<file path="config.mk">
export PLATFORM = sky130hd
export DESIGN_NAME = lrc_parser
export DESIGN_NICKNAME = d
export VERILOG_FILES = /design/src/sv/lrc_pkg.sv /design/src/sv/lrc_parser.sv
export SDC_FILE = /design/constraint.sdc
export NUM_CORES = 1
export LEC_CHECK = 0
export BUFFER_PORTS_ARGS = -buffer_cell sky130_fd_sc_hd__buf_2
export CAP_MARGIN = 15
export CORE_UTILIZATION = 65
export DETAILED_ROUTE_END_ITERATION = 10
export GPL_TIMING_DRIVEN = 0
export MAX_ROUTING_LAYER = met4
export PLACE_DENSITY_LB_ADDON = 0.1
export SYNTH_ARGS = -nofsm -noshare
export SYNTH_HDL_FRONTEND = slang
export SYNTH_SLANG_ARGS = --single-unit
</file>
<file path="constraint.sdc">
create_clock -name clk -period 9.7 [get_ports clk]
set_input_delay 1.94 -clock clk [delete_from_list [all_inputs] [get_ports clk]]
set_output_delay 1.94 -clock clk [all_outputs]
set_load 0.02 [all_outputs]
</file>
<file path="src/sv/lrc_pkg.sv">
// ----------------------------------------------------------------------------
// lrc_pkg: shared definitions for the log record checker
// Phase codes, field widths, the result bundle and the byte-wise CRC-32.
// ----------------------------------------------------------------------------
`default_nettype none

package lrc_pkg;

  localparam int OFFSET_BITS = 48;

  localparam logic [31:0] CRC_ONES = 32'hFFFF_FFFF;
  localparam logic [31:0] CRC_POLY = 32'hEDB8_8320;

  // Record header overhead: checksum, key length, value length
  localparam logic [OFFSET_BITS:0] HDR_BYTES = (OFFSET_BITS+1)'(12);

  // Parser phases
  localparam logic [2:0] PH_CRC  = 3'd0;
  localparam logic [2:0] PH_KLEN = 3'd1;
  localparam logic [2:0] PH_KEY  = 3'd2;
  localparam logic [2:0] PH_VLEN = 3'd3;
  localparam logic [2:0] PH_VAL  = 3'd4;
  localparam logic [2:0] PH_HALT = 3'd5;

  // Payload tags
  localparam logic [1:0] KIND_NONE  = 2'd0;
  localparam logic [1:0] KIND_KEY   = 2'd1;
  localparam logic [1:0] KIND_VALUE = 2'd2;

  // Commands
  localparam logic CMD_BYTE = 1'b0;
  localparam logic CMD_END  = 1'b1;

  typedef struct packed {
    logic [1:0]             payload_kind;
    logic [7:0]             payload_byte;
    logic                   record_end;
    logic                   record_ok;
    logic [31:0]            key_length;
    logic [31:0]            value_length;
    logic                   halted;
    logic                   log_end;
    logic                   truncated;
    logic [OFFSET_BITS-1:0] valid_offset;
  } lrc_result_t;

  // Reflected CRC-32 over one byte, one bit per step
  function automatic logic [31:0] crc32_byte(input logic [31:0] crc_in,
                                             input logic [7:0]  data);
    logic [31:0] c;
    c = crc_in ^ {24'd0, data};
    for (int i = 0; i < 8; i++) begin
      if (c[0]) begin
        c = (c >> 1) ^ CRC_POLY;
      end else begin
        c = c >> 1;
      end
    end
    return c;
  endfunction

endpackage

`default_nettype wire

</file>
<file path="src/sv/lrc_parser.sv">
// ----------------------------------------------------------------------------
// lrc_parser: record framing state and per-byte result
// Holds the parse state, advances it on each transfer and forms the result.
// ----------------------------------------------------------------------------
`default_nettype none

module lrc_parser
  import lrc_pkg::*;
(
  input  wire logic        clk,
  input  wire logic        rst_n,
  input  wire logic        step,
  input  wire logic        cmd,
  input  wire logic [7:0]  data_byte,
  output lrc_result_t      result
);

  logic [2:0]             phase_r,        phase_nxt;
  logic [1:0]             idx_r,          idx_nxt;
  logic [31:0]            exp_crc_r,      exp_crc_nxt;
  logic [31:0]            key_len_r,      key_len_nxt;
  logic [31:0]            val_len_r,      val_len_nxt;
  logic [31:0]            left_r,         left_nxt;
  logic [31:0]            crc_r,          crc_nxt;
  logic [OFFSET_BITS-1:0] offset_r,       offset_nxt;

  logic [31:0]            crc_upd;
  logic [31:0]            left_dec;
  logic                   last_field_byte;
  logic                   finish;
  logic                   crc_match;
  logic [31:0]            close_val_len;
  logic [OFFSET_BITS:0]   rec_size;
  logic [OFFSET_BITS:0]   offset_sum;
  logic                   trunc;

  assign crc_upd         = crc32_byte(crc_r, data_byte);
  assign left_dec        = left_r - 32'd1;
  assign last_field_byte = (idx_r == 2'd3);

  // A record closing in the value-length phase always has an empty value
  assign close_val_len = (phase_r == PH_VAL) ? val_len_r : 32'd0;

  // Verdict and saturating offset advance for a closing record
  assign crc_match  = ((crc_upd ^ CRC_ONES) == exp_crc_r);
  assign rec_size   = HDR_BYTES + (OFFSET_BITS+1)'(key_len_r)
                    + (OFFSET_BITS+1)'(close_val_len);
  assign offset_sum = {1'b0, offset_r} + rec_size;

  assign trunc = (phase_r != PH_HALT) && ((phase_r != PH_CRC) || (idx_r != 2'd0));

  // Next state and result
  always_comb begin
    phase_nxt   = phase_r;
    idx_nxt     = idx_r;
    exp_crc_nxt = exp_crc_r;
    key_len_nxt = key_len_r;
    val_len_nxt = val_len_r;
    left_nxt    = left_r;
    crc_nxt     = crc_r;
    offset_nxt  = offset_r;
    finish      = 1'b0;

    result.payload_kind = KIND_NONE;
    result.payload_byte = 8'd0;

    if (cmd == CMD_BYTE) begin
      case (phase_r)
        PH_CRC: begin
          idx_nxt = idx_r + 2'd1;
          case (idx_r)
            2'd0:    exp_crc_nxt = {24'd0, data_byte};
            2'd1:    exp_crc_nxt[15:8]  = data_byte;
            2'd2:    exp_crc_nxt[23:16] = data_byte;
            default: exp_crc_nxt[31:24] = data_byte;
          endcase
          if (last_field_byte) begin
            phase_nxt = PH_KLEN;
          end
        end
        PH_KLEN: begin
          crc_nxt = crc_upd;
          idx_nxt = idx_r + 2'd1;
          case (idx_r)
            2'd0:    key_len_nxt = {24'd0, data_byte};
            2'd1:    key_len_nxt[15:8]  = data_byte;
            2'd2:    key_len_nxt[23:16] = data_byte;
            default: key_len_nxt[31:24] = data_byte;
          endcase
          if (last_field_byte) begin
            left_nxt  = key_len_nxt;
            phase_nxt = (key_len_nxt == 32'd0) ? PH_VLEN : PH_KEY;
          end
        end
        PH_KEY: begin
          crc_nxt             = crc_upd;
          result.payload_kind = KIND_KEY;
          result.payload_byte = data_byte;
          left_nxt            = left_dec;
          if (left_dec == 32'd0) begin
            phase_nxt = PH_VLEN;
          end
        end
        PH_VLEN: begin
          crc_nxt = crc_upd;
          idx_nxt = idx_r + 2'd1;
          case (idx_r)
            2'd0:    val_len_nxt = {24'd0, data_byte};
            2'd1:    val_len_nxt[15:8]  = data_byte;
            2'd2:    val_len_nxt[23:16] = data_byte;
            default: val_len_nxt[31:24] = data_byte;
          endcase
          if (last_field_byte) begin
            left_nxt = val_len_nxt;
            if (val_len_nxt == 32'd0) begin
              finish = 1'b1;
            end else begin
              phase_nxt = PH_VAL;
            end
          end
        end
        PH_VAL: begin
          crc_nxt             = crc_upd;
          result.payload_kind = KIND_VALUE;
          result.payload_byte = data_byte;
          left_nxt            = left_dec;
          if (left_dec == 32'd0) begin
            finish = 1'b1;
          end
        end
        default: begin
          phase_nxt = PH_HALT;
        end
      endcase

      // Close the record: advance or halt, then rearm the checksum
      if (finish) begin
        if (crc_match) begin
          phase_nxt  = PH_CRC;
          offset_nxt = offset_sum[OFFSET_BITS] ? {OFFSET_BITS{1'b1}}
                                               : offset_sum[OFFSET_BITS-1:0];
        end else begin
          phase_nxt = PH_HALT;
        end
        crc_nxt  = CRC_ONES;
        idx_nxt  = 2'd0;
        left_nxt = 32'd0;
      end
    end

    result.record_end   = finish;
    result.record_ok    = finish && crc_match;
    result.key_length   = key_len_nxt;
    result.value_length = val_len_nxt;
    result.halted       = (phase_nxt == PH_HALT);
    result.log_end      = (cmd == CMD_END);
    result.truncated    = (cmd == CMD_END) && trunc;
    result.valid_offset = offset_nxt;
  end

  // Advance on each transfer; end of log returns everything to reset values
  always_ff @(posedge clk) begin
    if (!rst_n || (step && (cmd == CMD_END))) begin
      phase_r   <= PH_CRC;
      idx_r     <= 2'd0;
      exp_crc_r <= 32'd0;
      key_len_r <= 32'd0;
      val_len_r <= 32'd0;
      left_r    <= 32'd0;
      crc_r     <= CRC_ONES;
      offset_r  <= '0;
    end else if (step) begin
      phase_r   <= phase_nxt;
      idx_r     <= idx_nxt;
      exp_crc_r <= exp_crc_nxt;
      key_len_r <= key_len_nxt;
      val_len_r <= val_len_nxt;
      left_r    <= left_nxt;
      crc_r     <= crc_nxt;
      offset_r  <= offset_nxt;
    end
  end

endmodule

`default_nettype wire

</file>
After elaboration in Yosys (flattened, before gate mapping)
Cells that the tools add are included.

operators by class
  add/subtract/negate cells = 5
  multipliers = 0
  div/mod/pow operators = 0
  $lt $le $gt $ge = 0
  equal/unequal tests = 12
  shift-type cells = 0
  muxes and demuxes = 70
  bitwise logic cells = 12
  reduce and logical (&&, ||, !) cells = 30

operator list
  cell                   count
  $mux 32                18
  $mux 48                4
  $mux 8                 18
  $pmux 8 s2             9
  $not 13->14            8
  $logic_not 32->1       3
  $pmux 32 s3            1
  $add 48x34->49         1
  $add 33x32->34         1
  $add 4x32->33 const A  1
  $eq 32x32->1           1
  $not 32->32            1
  $sub 32x1->32 const B  1
  $xor 32x8->32          1
  $mux 3                 8
  $pmux 10 s2            1
  $reduce_and 4->1       4
  $pmux 3 s5             1
  $mux 10                1
  $reduce_bool 2->1      5
  $ne 3x3->1 const B     3
  $eq 3x2->1 const B     2
  $eq 3x3->1 const B     2
  $mux 1                 6
  19 further kinds       28

word-level totals
  bits in registers = 213
  latch bits = 0
  memory bits (writable) = 0
  memory bits (read-only) = 0
  bits of input ports = 12
  output and inout bits = 127
  logic and storage cells = 140
  memories = 0

Depth between registers and ports, before layout
  word-level depth = 23
  depth in mapped cells = 22
  depth with buffers taken out = 19

Worst setup path before layout
OpenSTA, ideal clock, no wires.

  path kind = in2out
  from = in data_byte[6]
  to = out result[13] (netlist name)
  arrival = 5427 ps
  required time = 7760 ps
  setup slack = 2333 ps
  stages = 14
  buffers on the path = 4
  path through = buf_2 > xnor2_1 > xnor2_1 > xnor3_1 > nand3_1 > nor4b_2 > nand3_1 > or3_1 > clkbuf_1 > nor3_1 > buf_2 > buf_4 > nor2_1 > a31oi_1

RTL lines
  item         RTL line          RTL
  from (decl)  lrc_parser.sv:14  input wire logic [7:0] data_byte,
  to (decl)    lrc_parser.sv:15  output lrc_result_t result

==> results.yml <==
outcome:
  status: "finished, final reports clean"
worst_hold_path:
  hold_path.class: "flip-flop to flip-flop"
sta:
  min_period_ps: 9520
  fin_tns_setup_ps: 0
  tightestPinTransition_ps: 1270
  fmax_mhz: 105
  slew_violations: 0
  setup_viol: 0
  fin_worst_skew_ps: 9.78
  max_slew_margin: 0.147
  fin_crit_sh: 0.981
  hold_violations: 0
  rsz0062_at_grt: "no"
clock_network:
  cts_hold_buf: 0
  clockRootBuffer: "clkbuf_16"
  cts.path.max_buffers: 3
  numClockSinks: 213
  post_cts_buffers: 0
  numCtsBuffers: 26
  htree_levels: 1
  cts_tree: "yes"
  clock_latency_ps: 550
  clk_pin_slew_ps: 60
synth:
  synth-seq-cells: 213
  async_flop_share: 0
  synth-edff-count: 0
  synth_top_flop_cell: "dfxtp_1"
  ys_types: 81
  syn_nets: 2410
  yosysSeqAreaShare: 0.249
  avgSynthCellArea_um2: 7.46
  syn-cell-area_um2: 17100
  yosysWarningCount: 0
  synth_cells: 2295
die:
  num_rows: 59
  core_um2: 26000
  ios: 139
  die_w_um: 164
  floorplan.die_area_um2: 27000
  die_h_um: 164
  initial_core_util: 0.659
drt:
  dr_wl_met2_um: 29000
  drt_pre_antenna_iters: 8
  ant_nets: 0
  dr_wl_met3_um: 9520
  wire_per_inst_um: 24.5
  wl_met1_um: 24700
  top_layer: "met4"
  route.detailed.vias_per_inst: 6.82
  first_iter_violations: 3038
  wl_um: 68800
  drc: 0
  num_vias: 19200
worst_setup_path:
  crit_top_cell: "clkbuf_1"
  crit_required_ps: 7760
  path_cells: "clkbuf_1, nor3_4, clkbuf_1, nand2_1, fa_1, inv_1, ha_1, ha_1, a21o_1, a21oi_1, o21bai_1, a211o_1, o21ai_0, o31ai_1, clkbuf_1, nand4_1, clkbuf_1, clkbuf_1, clkbuf_1, a31oi_1, buf_2"
  cp-start-kind: "flip-flop"
  cp-end-kind: "primary output"
  cp_max_fo: 10
  arrival_ps: 7580
  slowest_stage: "clkbuf_1"
  crit_buf_inv: 8
  critPathKind: "flip-flop to primary output"
  cpPeakStageDelay_ps: 670
  critical_path.top_delay_family: "buffers and inverters"
power_and_ir_drop:
  power_density_nw_per_um2: 117
  fin_total_pwr_mw: 2.23
  vdd_drop_max_uv: 158
  cellLeakagePower_nw: 8.35
finish:
  final_cell_mix: "322 x nand2_1, 231 x nor2_1, 213 x dfxtp_1"
  final_layout_size_suffix_gt1_frac: 0.0975
  layout_commonest_cell: "nand2_1"
  nets: 2570
  area_delta_synth_final_pct: 11.2
global_routing:
  antenna_found_initial: 3
  grt_max_degree: 13
  grt_pass1_vias: 17400
  overflow: 0
  grt_pass1_wl_um: 101000
  gr-usage-all-layers: 0.511
placement:
  io_buffers: 131
  finalWeightedCongestion: 1.15
  dp_hpwl_um: 52300
job:
  cap_viol_max_count: 0
-- flip-flops by register name, indices dropped and copies added (netlist names) --
register / cells
key_len_r: 32
phase_r: 3
crc_r: 32
left_r: 32
idx_r: 2
offset_r: 48
exp_crc_r: 32
val_len_r: 32
-- area by class of cell --
type                    instances  area (µm²)
diodes                          4        10.0
plain buffers                 159         643
clock buffers                  36         739
clock inverters                 8        67.6
fillers                      2092        6940
inverters                     128         480
multi-input cells            1795       11800
flip-flops and latches        213        4260
well taps                     335         419
repair buffers                132         667
-- Yosys cell counts (8+ instances only) --
cell / count / area, µm²
fa_1: 33 / 661
a31oi_1: 31 / 194
nor3_1: 57 / 285
o21a_1: 16 / 120
xnor3_1: 17 / 383
a21o_1: 21 / 158
nor2_1: 231 / 867
o22ai_1: 39 / 244
inv_1: 128 / 480
and4_1: 13 / 114
or3_1: 14 / 87.6
clkbuf_1: 127 / 477
buf_1: 12 / 45.0
nor3b_1: 8 / 60.1
ha_1: 70 / 876
xnor2_1: 86 / 753
o211a_1: 9 / 90.1
buf_2: 13 / 65.1
or2_2: 9 / 56.3
mux2i_1: 58 / 581
nand4_1: 26 / 163
mux2_2: 18 / 203
dfxtp_1: 213 / 4260
and3_1: 31 / 194
o31ai_1: 9 / 67.6
and2_1: 18 / 113
a22oi_1: 24 / 180
nor4_1: 28 / 175
xor2_1: 39 / 342
o211ai_1: 8 / 60.1
nand2_1: 322 / 1210
nand3_1: 42 / 210
nor2b_1: 10 / 62.6
a311oi_1: 10 / 87.6
nand2b_1: 22 / 138
o21ai_0: 189 / 946
a211oi_1: 30 / 225
o21bai_1: 9 / 67.6
a21oi_1: 153 / 766
-- per-stage QoR --
stage                     worst slack, ps  area [µm²]  hold slack, ps  instances   util
final                                 181       19000             475       2810  0.733
after global routing                 30.2       19000             477       2809  0.733
after CTS                             308       19000             467       2806  0.732
after detailed placement              547       18200             458       2762  0.701
after global placement                587       18200             450       2761  0.701
after floorplan                      2330       17100             432       2295      -
-- path summary, 6_finish.rpt --
kind                       from       endpoint  slack (ps)  cells after the start
setup reg to reg     phase_r[1]    offset_r[7]        3140                     21
hold reg to reg   exp_crc_r[27]  exp_crc_r[27]         480                      2
setup / recovery     phase_r[1]      result[7]         180                     21
hold / removal    exp_crc_r[27]  exp_crc_r[27]         480                      2
-- kinds of logic (layout without fill, tap and decap cells) --
| kind of cell | count (synthesis) | in the layout | synth area share |
|---|---|---|---|
| and+or+nand+nor | 859 | 859 | 0.234 |
| AOI/OAI and AO/OA | 604 | 604 | 0.218 |
| buffers and inverters | 287 | 463 | 0.0656 |
| DFF | 213 | 213 | 0.249 |
| xor gates and xnor gates | 152 | 152 | 0.0980 |
| adders and majority gates | 103 | 103 | 0.0897 |
| muxes | 77 | 77 | 0.0466 |
| other | 0 | 4 | 0 |
-- metal layers --
metal | vias to the layer above | track usage
li1 | 8384 | -
met1 | 8810 | 0.622
met2 | 1554 | 0.741
met3 | 407 | 0.128
met4 | 0 | 0.348
met5 | - | -
-- worst min-delay path, cell delays in order, from the launching register on --
cell and delay [ps]:
dfxtp_1 320, nand2_1 60, a21oi_1 50
-- repair_timing --
item | 4_1_cts | 5_1_grt
gates resized for setup | 1 | 1
cloned | 0 | 0
endpoints found under the setup margin | 3 | 10
-- report_power, final --
part,total (mW),internal (mW),switching (mW)
registers,0.889,0.882,0.00759
logic,0.378,0.131,0.247
clock network,0.964,0.554,0.410
total,2.23,1.57,0.665
Power figures use the tool's default switching activity.
